**src/design/socg_pkg.sv**
```systemverilog
// ----------------------------------------------------------------------------
// socg_pkg: shared types and constants for the sphere claim grid
// Field widths, register indexes, reset values and the map control group.
// ----------------------------------------------------------------------------
`default_nettype none

package socg_pkg;

    localparam int GRID_SIZE_DEF  = 64;
    localparam int MAX_RADIUS_DEF = 15;

    localparam int COORD_W    = 6;
    localparam int DENS_W     = 32;
    localparam int RADIUS_W   = 4;
    localparam int LIMIT_W    = 10;
    localparam int COUNT_W    = 19;
    localparam int CFG_IDX_W  = 2;
    localparam int CFG_DATA_W = 32;

    localparam logic [COUNT_W-1:0] COUNT_MAX = {COUNT_W{1'b1}};

    // configuration register indexes
    localparam logic [CFG_IDX_W-1:0] CFG_THRESHOLD = 2'd0;
    localparam logic [CFG_IDX_W-1:0] CFG_RADIUS    = 2'd1;
    localparam logic [CFG_IDX_W-1:0] CFG_LIMIT_SQ  = 2'd2;

    localparam logic signed [DENS_W-1:0] THRESHOLD_RST = 32'sd65536;
    localparam logic [RADIUS_W-1:0]      RADIUS_RST    = 4'd1;
    localparam logic [LIMIT_W-1:0]       LIMIT_SQ_RST  = 10'd1;

    // command codes
    localparam logic CMD_TEST  = 1'b0;
    localparam logic CMD_CLEAR = 1'b1;

    typedef struct packed {
        logic rd_en;
        logic wr_en;
    } t_map_ctl;

endpackage

`default_nettype wire

```
**src/design/socg_dist.sv**
```systemverilog
// ----------------------------------------------------------------------------
// socg_dist: sphere membership unit
// Squares the three offsets, sums them and compares against the limit.
// ----------------------------------------------------------------------------
`default_nettype none

module socg_dist #(
    parameter int MAX_RADIUS = socg_pkg::MAX_RADIUS_DEF
) (
    input  logic signed [$clog2(MAX_RADIUS+1):0] i_dx,
    input  logic signed [$clog2(MAX_RADIUS+1):0] i_dy,
    input  logic signed [$clog2(MAX_RADIUS+1):0] i_dz,
    input  logic [socg_pkg::LIMIT_W-1:0]         i_limit,
    output logic                                 o_inside
);
    import socg_pkg::*;

    localparam int RW   = $clog2(MAX_RADIUS + 1);
    localparam int OW   = RW + 1;
    localparam int SQW  = 2 * OW;
    localparam int SUMW = SQW + 2;
    localparam int CMPW = (SUMW > LIMIT_W) ? SUMW : LIMIT_W;

    logic [OW-1:0]   neg_x, neg_y, neg_z;
    logic [SQW-1:0]  mag_x, mag_y, mag_z;
    logic [SQW-1:0]  sq_x, sq_y, sq_z;
    logic [SUMW-1:0] sum;

    always_comb begin
        neg_x = -i_dx;
        neg_y = -i_dy;
        neg_z = -i_dz;
        mag_x = SQW'(i_dx[OW-1] ? neg_x[RW-1:0] : i_dx[RW-1:0]);
        mag_y = SQW'(i_dy[OW-1] ? neg_y[RW-1:0] : i_dy[RW-1:0]);
        mag_z = SQW'(i_dz[OW-1] ? neg_z[RW-1:0] : i_dz[RW-1:0]);
        sq_x  = mag_x * mag_x;
        sq_y  = mag_y * mag_y;
        sq_z  = mag_z * mag_z;
        sum   = SUMW'(sq_x) + SUMW'(sq_y) + SUMW'(sq_z);
        o_inside = CMPW'(sum) <= CMPW'(i_limit);
    end

endmodule

`default_nettype wire

```
**src/design/socg_seq.sv**
```systemverilog
// ----------------------------------------------------------------------------
// socg_seq: walk sequencer
// Steps the sphere offsets row by row, builds a z mask per row, then either
// tests the row against the map or merges the mask into it. Also runs the
// map clearing sweep and drives the result strobe.
// ----------------------------------------------------------------------------
`default_nettype none

module socg_seq #(
    parameter int GRID       = socg_pkg::GRID_SIZE_DEF,
    parameter int MAX_RADIUS = socg_pkg::MAX_RADIUS_DEF
) (
    input  logic                               i_clk,
    input  logic                               i_rst_n,
    input  logic                               start,
    output logic                               busy,
    input  logic                               i_cmd,
    input  logic [socg_pkg::COORD_W-1:0]       i_cell_x,
    input  logic [socg_pkg::COORD_W-1:0]       i_cell_y,
    input  logic [socg_pkg::COORD_W-1:0]       i_cell_z,
    input  logic signed [socg_pkg::DENS_W-1:0] i_density,
    input  logic signed [socg_pkg::DENS_W-1:0] i_threshold,
    input  logic [socg_pkg::RADIUS_W-1:0]      i_radius,
    input  logic [socg_pkg::LIMIT_W-1:0]       i_limit,
    output socg_pkg::t_map_ctl                 o_map_ctl,
    output logic [2*$clog2(GRID)-1:0]          o_rd_addr,
    output logic [2*$clog2(GRID)-1:0]          o_wr_addr,
    output logic [GRID-1:0]                    o_wr_data,
    input  logic [GRID-1:0]                    i_rd_data,
    output logic                               o_result_valid,
    output logic                               o_halo_found,
    output logic [socg_pkg::COORD_W-1:0]       o_halo_x,
    output logic [socg_pkg::COORD_W-1:0]       o_halo_y,
    output logic [socg_pkg::COORD_W-1:0]       o_halo_z,
    output logic [socg_pkg::COUNT_W-1:0]       o_halos_since_clear
);
    import socg_pkg::*;

    localparam int CW = $clog2(GRID);
    localparam int AW = 2 * CW;
    localparam int RW = $clog2(MAX_RADIUS + 1);
    localparam int OW = RW + 1;

    typedef enum logic [7:0] {
        S_CLEAR = 8'b0000_0001,
        S_IDLE  = 8'b0000_0010,
        S_NORM  = 8'b0000_0100,
        S_PREP  = 8'b0000_1000,
        S_SWEEP = 8'b0001_0000,
        S_READ  = 8'b0010_0000,
        S_TEST  = 8'b0100_0000,
        S_DONE  = 8'b1000_0000
    } t_state;

    function automatic logic [CW-1:0] f_inc(input logic [CW-1:0] c);
        return (c == CW'(GRID - 1)) ? '0 : c + CW'(1);
    endfunction

    function automatic logic [CW-1:0] f_dec(input logic [CW-1:0] c);
        return (c == '0) ? CW'(GRID - 1) : c - CW'(1);
    endfunction

    t_state                r_state, n_state;
    logic [AW-1:0]         r_row, n_row;
    logic                  r_reply, n_reply;
    logic [COUNT_W-1:0]    r_count, n_count;
    logic [COORD_W-1:0]    r_nx, n_nx, r_ny, n_ny, r_nz, n_nz;
    logic [CW-1:0]         r_sx, n_sx, r_sy, n_sy, r_sz, n_sz;
    logic [CW-1:0]         r_wx, n_wx, r_wy, n_wy, r_wz, n_wz;
    logic signed [OW-1:0]  r_dx, n_dx, r_dy, n_dy, r_dz, n_dz;
    logic [RW-1:0]         r_k, n_k;
    logic [RW-1:0]         r_r, n_r;
    logic [GRID-1:0]       r_mask, n_mask;
    logic                  r_mark, n_mark;
    logic                  r_found, n_found;
    logic                  r_out_valid, n_out_valid;
    logic                  r_out_found, n_out_found;
    logic [COORD_W-1:0]    r_out_x, n_out_x, r_out_y, n_out_y, r_out_z, n_out_z;

    logic signed [OW-1:0]  pos_r, neg_r;
    logic [GRID-1:0]       wz_bit;
    logic                  in_sphere;
    logic [RW-1:0]         radius_eff;
    logic                  nx_hi, ny_hi, nz_hi;

    socg_dist #(
        .MAX_RADIUS (MAX_RADIUS)
    ) u_dist (
        .i_dx     (r_dx),
        .i_dy     (r_dy),
        .i_dz     (r_dz),
        .i_limit  (i_limit),
        .o_inside (in_sphere)
    );

    assign pos_r  = {1'b0, r_r};
    assign neg_r  = -pos_r;
    assign wz_bit = {{(GRID-1){1'b0}}, 1'b1} << r_wz;
    assign radius_eff = (int'(i_radius) > MAX_RADIUS) ? RW'(MAX_RADIUS) : RW'(i_radius);
    assign nx_hi  = int'(r_nx) >= GRID;
    assign ny_hi  = int'(r_ny) >= GRID;
    assign nz_hi  = int'(r_nz) >= GRID;

    always_comb begin
        n_state     = r_state;
        n_row       = r_row;
        n_reply     = r_reply;
        n_count     = r_count;
        n_nx        = r_nx;
        n_ny        = r_ny;
        n_nz        = r_nz;
        n_sx        = r_sx;
        n_sy        = r_sy;
        n_sz        = r_sz;
        n_wx        = r_wx;
        n_wy        = r_wy;
        n_wz        = r_wz;
        n_dx        = r_dx;
        n_dy        = r_dy;
        n_dz        = r_dz;
        n_k         = r_k;
        n_r         = r_r;
        n_mask      = r_mask;
        n_mark      = r_mark;
        n_found     = r_found;
        n_out_valid = 1'b0;
        n_out_found = r_out_found;
        n_out_x     = r_out_x;
        n_out_y     = r_out_y;
        n_out_z     = r_out_z;

        case (r_state)
            S_CLEAR: begin
                n_row = r_row + AW'(1);
                if (r_row == {AW{1'b1}}) begin
                    n_reply = 1'b0;
                    n_found = 1'b0;
                    n_state = r_reply ? S_DONE : S_IDLE;
                end
            end
            S_IDLE: begin
                if (start) begin
                    n_nx    = i_cell_x;
                    n_ny    = i_cell_y;
                    n_nz    = i_cell_z;
                    n_r     = radius_eff;
                    n_mark  = 1'b0;
                    n_found = 1'b0;
                    if (i_cmd == CMD_CLEAR) begin
                        n_row   = '0;
                        n_count = '0;
                        n_reply = 1'b1;
                        n_state = S_CLEAR;
                    end else if (i_density > i_threshold) begin
                        n_state = S_NORM;
                    end else begin
                        n_state = S_DONE;
                    end
                end
            end
            S_NORM: begin
                // fold the centre into the grid
                if (nx_hi) n_nx = r_nx - COORD_W'(GRID);
                if (ny_hi) n_ny = r_ny - COORD_W'(GRID);
                if (nz_hi) n_nz = r_nz - COORD_W'(GRID);
                if (!nx_hi && !ny_hi && !nz_hi) begin
                    n_sx    = CW'(r_nx);
                    n_sy    = CW'(r_ny);
                    n_sz    = CW'(r_nz);
                    n_k     = r_r;
                    n_state = S_PREP;
                end
            end
            S_PREP: begin
                // step the corner back by the radius, wrapping each axis
                if (r_k == '0) begin
                    n_dx    = neg_r;
                    n_dy    = neg_r;
                    n_dz    = neg_r;
                    n_wx    = r_sx;
                    n_wy    = r_sy;
                    n_wz    = r_sz;
                    n_mask  = '0;
                    n_state = S_SWEEP;
                end else begin
                    n_sx = f_dec(r_sx);
                    n_sy = f_dec(r_sy);
                    n_sz = f_dec(r_sz);
                    n_k  = r_k - RW'(1);
                end
            end
            S_SWEEP: begin
                if (in_sphere) begin
                    n_mask = r_mask | wz_bit;
                end
                if (r_dz == pos_r) begin
                    n_state = S_READ;
                end else begin
                    n_dz = r_dz + OW'(1);
                    n_wz = f_inc(r_wz);
                end
            end
            S_READ: begin
                n_state = S_TEST;
            end
            S_TEST: begin
                if (!r_mark && ((i_rd_data & r_mask) != '0)) begin
                    n_found = 1'b0;
                    n_state = S_DONE;
                end else begin
                    n_dz    = neg_r;
                    n_wz    = r_sz;
                    n_mask  = '0;
                    n_state = S_SWEEP;
                    if (r_dy == pos_r) begin
                        n_dy = neg_r;
                        n_wy = r_sy;
                        if (r_dx == pos_r) begin
                            // pass complete: start marking, or finish the claim
                            n_dx = neg_r;
                            n_wx = r_sx;
                            if (!r_mark) begin
                                n_mark = 1'b1;
                            end else begin
                                if (r_count != COUNT_MAX) begin
                                    n_count = r_count + COUNT_W'(1);
                                end
                                n_found = 1'b1;
                                n_state = S_DONE;
                            end
                        end else begin
                            n_dx = r_dx + OW'(1);
                            n_wx = f_inc(r_wx);
                        end
                    end else begin
                        n_dy = r_dy + OW'(1);
                        n_wy = f_inc(r_wy);
                    end
                end
            end
            S_DONE: begin
                n_out_valid = 1'b1;
                n_out_found = r_found;
                n_out_x     = r_found ? r_nx : '0;
                n_out_y     = r_found ? r_ny : '0;
                n_out_z     = r_found ? r_nz : '0;
                n_state     = S_IDLE;
            end
            default: begin
                n_state = S_IDLE;
            end
        endcase
    end

    always_ff @(posedge i_clk) begin
        if (!i_rst_n) begin
            r_state     <= S_CLEAR;
            r_row       <= '0;
            r_reply     <= 1'b0;
            r_count     <= '0;
            r_mark      <= 1'b0;
            r_found     <= 1'b0;
            r_out_valid <= 1'b0;
        end else begin
            r_state     <= n_state;
            r_row       <= n_row;
            r_reply     <= n_reply;
            r_count     <= n_count;
            r_mark      <= n_mark;
            r_found     <= n_found;
            r_out_valid <= n_out_valid;
        end
    end

    always_ff @(posedge i_clk) begin
        r_nx        <= n_nx;
        r_ny        <= n_ny;
        r_nz        <= n_nz;
        r_sx        <= n_sx;
        r_sy        <= n_sy;
        r_sz        <= n_sz;
        r_wx        <= n_wx;
        r_wy        <= n_wy;
        r_wz        <= n_wz;
        r_dx        <= n_dx;
        r_dy        <= n_dy;
        r_dz        <= n_dz;
        r_k         <= n_k;
        r_r         <= n_r;
        r_mask      <= n_mask;
        r_out_found <= n_out_found;
        r_out_x     <= n_out_x;
        r_out_y     <= n_out_y;
        r_out_z     <= n_out_z;
    end

    assign busy = (r_state != S_IDLE);

    always_comb begin
        o_map_ctl.rd_en = (r_state == S_READ);
        o_map_ctl.wr_en = (r_state == S_CLEAR) || ((r_state == S_TEST) && r_mark);
    end

    assign o_rd_addr = {r_wx, r_wy};
    assign o_wr_addr = (r_state == S_CLEAR) ? r_row : {r_wx, r_wy};
    assign o_wr_data = (r_state == S_CLEAR) ? '0 : (i_rd_data | r_mask);

    assign o_result_valid      = r_out_valid;
    assign o_halo_found        = r_out_found;
    assign o_halo_x            = r_out_x;
    assign o_halo_y            = r_out_y;
    assign o_halo_z            = r_out_z;
    assign o_halos_since_clear = r_count;

    a_strobe_idle: assert property (@(posedge i_clk) disable iff (!i_rst_n)
        o_result_valid |-> !busy)
        else $error("result strobe while busy");

    a_accept_busy: assert property (@(posedge i_clk) disable iff (!i_rst_n)
        (start && !busy) |=> busy)
        else $error("accepted beat did not raise busy");

    a_found_count: assert property (@(posedge i_clk) disable iff (!i_rst_n)
        (o_result_valid && o_halo_found) |-> (o_halos_since_clear != '0))
        else $error("claimed halo with zero count");

    a_miss_coords: assert property (@(posedge i_clk) disable iff (!i_rst_n)
        (o_result_valid && !o_halo_found) |->
            (o_halo_x == '0 && o_halo_y == '0 && o_halo_z == '0))
        else $error("nonzero centre on a miss");

    a_centre_grid: assert property (@(posedge i_clk) disable iff (!i_rst_n)
        (o_result_valid && o_halo_found) |->
            (int'(o_halo_x) < GRID && int'(o_halo_y) < GRID && int'(o_halo_z) < GRID))
        else $error("claimed centre outside the grid");

endmodule

`default_nettype wire

```
**config.mk**
```make
export PLATFORM = sky130hd
export DESIGN_NAME = socg_seq
export DESIGN_NICKNAME = d
export VERILOG_FILES = /design/src/design/socg_pkg.sv /design/src/design/socg_dist.sv /design/src/design/socg_seq.sv
export SDC_FILE = /design/constraint.sdc
export NUM_CORES = 1
export LEC_CHECK = 0
export BUFFER_PORTS_ARGS = -buffer_cell sky130_fd_sc_hd__clkbuf_2
export CORE_AREA = 10 10 156 173
export CTS_CLUSTER_DIAMETER = 150
export DETAILED_ROUTE_END_ITERATION = 6
export DIE_AREA = 0 0 166 183
export MAX_ROUTING_LAYER = met4
export PLACE_DENSITY = 0.89
export SYNTH_ARGS = -nofsm -noshare
export SYNTH_HDL_FRONTEND = slang
export SYNTH_HIERARCHICAL = 1
export SYNTH_SLANG_ARGS = --single-unit
```
**constraint.sdc**
```tcl
create_clock -name i_clk -period 9.6 [get_ports i_clk]
set_input_delay 0.96 -clock i_clk [delete_from_list [all_inputs] [get_ports i_clk]]
set_output_delay 0.96 -clock i_clk [all_outputs]
set_load 0.02 [all_outputs]
```
# After elaboration in Yosys (flattened, before gate mapping)
# Cells that the tools add are included.
[classes]
n_addsub = 18
mul = 3
order_cmp = 2
eq_ne = 33
shifts = 1
muxes = 85
n_bitwise = 3
n_reduce_logical = 27
[op_table]
columns = ["cell", "n"]
rows = [
  ["$mux 64", 4],
  ["$pmux 64 s3", 1],
  ["$mux 19", 7],
  ["$or 64x64->64", 2],
  ["$mux 6", 19],
  ["$mux 8", 11],
  ["$and 64x64->64", 1],
  ["$reduce_bool 64->1", 1],
  ["$shl 1x6->64 const A", 1],
  ["$pmux 6 s2", 5],
  ["$pmux 8 s7", 1],
  ["$mux 5", 8],
  ["$pmux 19 s2", 1],
  ["$mux 12", 3],
  ["$gt 32x32->1", 1],
  ["$mul 10x10->10", 3],
  ["$ne 2x2->1 const B", 13],
  ["$pmux 12 s2", 1],
  ["$pmux 5 s2", 2],
  ["$reduce_and 4->1", 5],
  ["$add 19x1->19 const B", 1],
  ["$ne 19x19->1 const B", 1],
  ["$add 6x1->6 const B", 3],
  ["$eq 6x6->1 const B", 3],
  ["40 further kinds", 74],
]
[word_totals]
register_bits = 203
in_bits = 164
out_inout_bits = 130
word_cells = 198

# Logic depth before layout (Yosys ltp)
[depth]
depth_word = 8
ltp_mapped = 27
mapped_depth_nobuf = 27

# By module
# The synthesis kept the hierarchy.
[by_module_without_submodules]
columns = ["module", "instances", "cells_each", "area_each_um2", "seq_area_each_um2"]
rows = [
  ["socg_seq", 1, 1185, 11131.9, 5665.4],
  ["socg_dist", 1, 196, 1549.0, 0.0],
]

# Worst setup path after synthesis
# Ideal clock, no wire load.
[synth_timing]
path_type = "register to register"
startpoint = "register r_dx[0]"
endpoint = "register r_mask[0], enable pin"
setup_time_ns = 0.486
arrival_ns = 8.154
required_ns = 9.114
setup_slack_ns = 0.960
stages_incl_launch_ff = 25
path_buffers = 0
synth_period_minus_slack_ns = 8.640
path_cell_list = "edfxtp_1 inv_1 ha_1 mux2i_1 nor2_1 and2_1 fa_1 inv_1 fa_1 inv_1 fa_1 fa_1 ha_1 inv_1 fa_1 inv_1 a21o_1 a21oi_1 o21ai_0 ha_1 and4_1 a221o_1 o22ai_1 nor2_1 nor2_1"
[synth_between]
elab_chain_len = 8
[synth_rtl]
columns = ["element", "line", "source"]
rows = [
  ["start, declared", "socg_seq.sv:70", "logic signed [OW-1:0] r_dx, n_dx, r_dy, n_dy, r_dz, n_dz;"],
  ["start signal, assigned", "socg_seq.sv:285", "r_dx <= n_dx;"],
  ["$neg 4->4", "socg_dist.sv:30", "neg_x = -i_dx;"],
  ["$mux 4 (*)", "socg_dist.sv:33", "mag_x = SQW'(i_dx[OW-1] ? neg_x[RW-1:0] : i_dx[RW-1:0]);"],
  ["$mul 10x10->10 (*)", "socg_dist.sv:36", "sq_x = mag_x * mag_x;"],
  ["$add 10x10->11 (*)", "socg_dist.sv:39", "sum = SUMW'(sq_x) + SUMW'(sq_y) + SUMW'(sq_z);"],
  ["$add 12x10->12 (*)", "socg_dist.sv:39", ""],
  ["$le 12x10->1 (*)", "socg_dist.sv:40", "o_inside = CMPW'(sum) <= CMPW'(i_limit);"],
  ["net in_sphere", "socg_seq.sv:82", "logic in_sphere;"],
  ["$ne 2x2->1 (no line) (*)", "-", ""],
  ["$reduce_and 4->1 (no line) (*)", "-", ""],
  ["end signal, assigned", "socg_seq.sv:290", "r_mask <= n_mask;"],
  ["end, declared", "socg_seq.sv:73", "logic [GRID-1:0] r_mask, n_mask;"],
]
# The timed path passes the listed nets; every way through them passes the cells marked *.
# A chain may end at the register's enable or synchronous reset.

# Worst setup path in the final report
[layout_timing]
startpoint = "register r_dx[0]"
endpoint = "register r_mask[7], enable pin"
# The elaborated chain is that of the path after synthesis.

==> run summary <==
Switching Fraction -> 31.48%
DR pass1 iterations -> 7
GRT Residual Overflow -> 0
Placed Area -> 0.01440 sq mm
Worst hold path class -> flop to flop
CTS root buf -> clkbuf_16
Yosys top cell by area -> edfxtp_1
Die Footprint -> 0.03038 sq mm
RSZ-0062 raised after global routing -> no
Power per Cell Area -> 162.5 mW/mm^2
Synth cell count leaders -> nor2_1 (278), edfxtp_1 (160), a21oi_1 (136)
Flop-to-flop setup slack -> 2.02 ns
Setup Fix Bufs, Post-CTS -> 0
Setup crit end -> r_mask[7]$_SDFFCE_PN0P_
Slew at the pin with the worst max-slew slack -> 1.310 ns
Initial antenna violation count -> 1
CTS tree -> built
Hold-critical path depth -> 2
Ys flop type -> edfxtp_1
Fill cell count -> 1848
Total power -> 2458 uW
Area of the multi-input gates -> 0.006457 sq mm
Mapped Cells -> 1381
CP required -> 9.75 ns
GPL Wtd Cong -> 0.8795
Register area -> 0.005665 sq mm
Most instantiated library cell after synthesis -> nor2_1
CP Class -> flop to flop
Synth warn -> 6
DR WL/cell -> 18.31 microns
Iteration-0 DRC Markers -> 1056
Die X -> 166 microns
Number of I/O pins -> 294
First-pass GRT wire length -> 57.19 mm
Peak VDD IR -> 0.0001575 V
Status -> completed
Layout cells sized above 1 -> 21.46%
Fin area -> 0.01513 sq mm
Power share of the clock group -> 34.9%
Flop pwr share -> 39.5%
CP Data Arrival Time -> 7.73 ns
Seq/Total Area, Yosys -> 44.68%
Total number of vias -> 11400
Internal Pwr Total -> 1684 uW
Post-synth EDFFs -> 160
Critical path launch point type -> flop
Syn Area/Cell -> 9.182 sq um
Reg clk slew, reported paths -> 0.06 ns
Core Rows -> 59
Max-slew headroom -> 12.01%
Clk buf depth -> 3
Nets@finish -> 1922
Worst-Skew Late Latency -> 0.49 ns
Worst R2R Path Depth -> 25
Vert. Die Dim -> 183 microns
Layout area overhead -> 19.28%
FMAX -> 131.9 MHz
Fin cells -> 1974
Synth top area share -> 37.89%
Final min period -> 7.584 ns
Switch Pwr -> 773.8 uW
CP Max Fanout -> 36
Critical path startpoint -> r_dx[0]$_DFFE_PP_
Initial Util -> 54.19%
Clock Skew -> 0.01156 ns
Sink Count -> 203
Reg-to-Reg Start -> r_dx[0]$_DFFE_PP_
Final hold viol count -> 0
Vias/cell -> 5.776
CP Capture Type -> flop
Max-slew violation count -> 0
Main area contributors after synthesis -> edfxtp_1 (38%), ha_1 (9.1%), nor2_1 (8.2%)
Synth Cell Area -> 0.01268 sq mm
Comb pwr share -> 25.6%
Hold buffer count at cts -> 0
Fin util -> 64.64%
H-tree depth -> 1
Reg2reg end -> r_mask[7]$_SDFFCE_PN0P_
DRC Markers -> 0
Syn_nets -> 1649
Post-CTS resize count -> 0
DP HPWL -> 27.55 mm
Vias in the first global route -> 11340
Async set-or-reset flop fraction in the synthesized netlist -> 0%
GRT Util Overall -> 22.96%
Post-route antenna net violation count -> 0
Unique masters post-synth -> 67
Largest net degree at the start of global routing -> 83
Leakage -> 0.006646 uW
Seq cells post-synth -> 203
Port Buffers -> 293
Drt total wl -> 36.15 mm
Num CTS Buffers -> 20
Final setup violation count -> 0
Placed cell count -> 1937
Post-route clock period utilization -> 79.00%
Core area -> 0.02340 sq mm
MaxCap Viol Count -> 0
Total negative slack for setup checks -> 0 ns
## power groups by stage
stage	clock (uW)	sequential, uW	combinational, uW
2_1_floorplan	0	983	402
3_3_place_gp	0	988	613
3_5_place_dp	0	989	624
4_1_cts	863	970	630
5_1_grt	901	972	678
6_report	857	971	629
## sequential cells by signal, summed over array words and instances, names as in the netlist, 8 cells and up
name and cells:
o_halos_since_clear 19, r_mask 64, r_row 12, r_state 8
## routing by layer
metal / up-vias / global-route usage [%] / routed length (microns)
met2: 523 / 40.72 / 18800
met1: 5376 / 25.53 / 13470
met5: - / - / 0
met4: 0 / 8.972 / 1408
met3: 126 / 3.593 / 2476
li1: 5376 / - / -
## layout make-up
type,count,share of cell area (%)
Sequential cell,203,37.46
Antenna cell,1,0.01654
Clock inverter,13,1.241
Timing Repair Buffer,300,10.04
Multi-Input combinational cell,1028,42.69
Tap cell,305,2.523
Inverter,101,2.506
Clock buffer,23,3.524
## per-stage QoR
| step | setup slack (ns) | hold slack, ns |
|---|---|---|
| after floorplan | 0.9600 | 0.4264 |
| after global placement | 2.242 | 0.4797 |
| after detailed placement | 2.037 | 0.4864 |
| after CTS | 2.040 | 0.5023 |
| after global routing | 1.520 | 0.5386 |
| final | 2.016 | 0.5080 |
## logic make-up (layout without fill, tap and decap cells)
kind of cell / Yosys count / count (layout) / share of synthesized area [%]
adder cells (fa/ha/maj): 104 / 104 / 10.97
AND/OR/NAND/NOR: 569 / 569 / 20.80
AO/OA/AOI/OAI: 269 / 269 / 12.74
XOR/XNOR: 79 / 79 / 5.693
multiplexers: 7 / 7 / 0.5821
other: 0 / 1 / 0
flip-flops: 203 / 203 / 44.68
buffers and inverters: 150 / 437 / 4.539
## cell usage in the layout, fill, tap and decap left out, types with 7 or more instances in the layout
cell and instances:
nor3_1 19, nand3_1 34, nor2b_1 10, and4_1 7
and3_1 7, xor2_1 43, inv_1 100, nand2_1 110
a21oi_1 136, dfxtp_1 43, nor3b_1 9, a21o_1 7
xnor2_1 32, or3_1 12, ha_1 92, nor2_1 277
fa_1 12, nand4_1 22, and2_1 29, buf_4 7
edfxtp_1 160, a22o_1 17, clkbuf_2 293, a221oi_1 16
o21ai_0 47, clkbuf_16 21
## worst min-delay path by stage
stage                                                       to                                 start
after floorplan                         o_halo_found$_DFFE_PP_                  r_found$_SDFFE_PN0P_
after CTS                 o_halos_since_clear[14]$_SDFFE_PN0P_  o_halos_since_clear[14]$_SDFFE_PN0P_
after global placement    o_halos_since_clear[14]$_SDFFE_PN0P_  o_halos_since_clear[14]$_SDFFE_PN0P_
after global routing       o_halos_since_clear[1]$_SDFFE_PN0P_   o_halos_since_clear[1]$_SDFFE_PN0P_
final                     o_halos_since_clear[14]$_SDFFE_PN0P_  o_halos_since_clear[14]$_SDFFE_PN0P_
after detailed placement                  r_reply$_SDFFE_PN0P_                  r_reply$_SDFFE_PN0P_
## worst max-delay path: stages (launching register included)
cell and delay (ns):
edfxtp_1 0.54, inv_1 0.15, ha_1 0.32, mux2i_1 0.33, nor2_1 0.12, and2_1 0.19, fa_1 0.54, inv_1 0.05
fa_1 0.50, inv_1 0.05, fa_1 0.47, fa_1 0.55, ha_1 0.17, inv_1 0.06, fa_1 0.39, inv_1 0.08
a21o_1 0.11, a21oi_1 0.10, o21ai_0 0.20, ha_1 0.27, and4_1 0.22, a221o_1 0.31, o22ai_1 0.13, nor2_1 0.10
nor2_4 0.79, buf_4 0.49
Power figures use the tool's default switching activity.
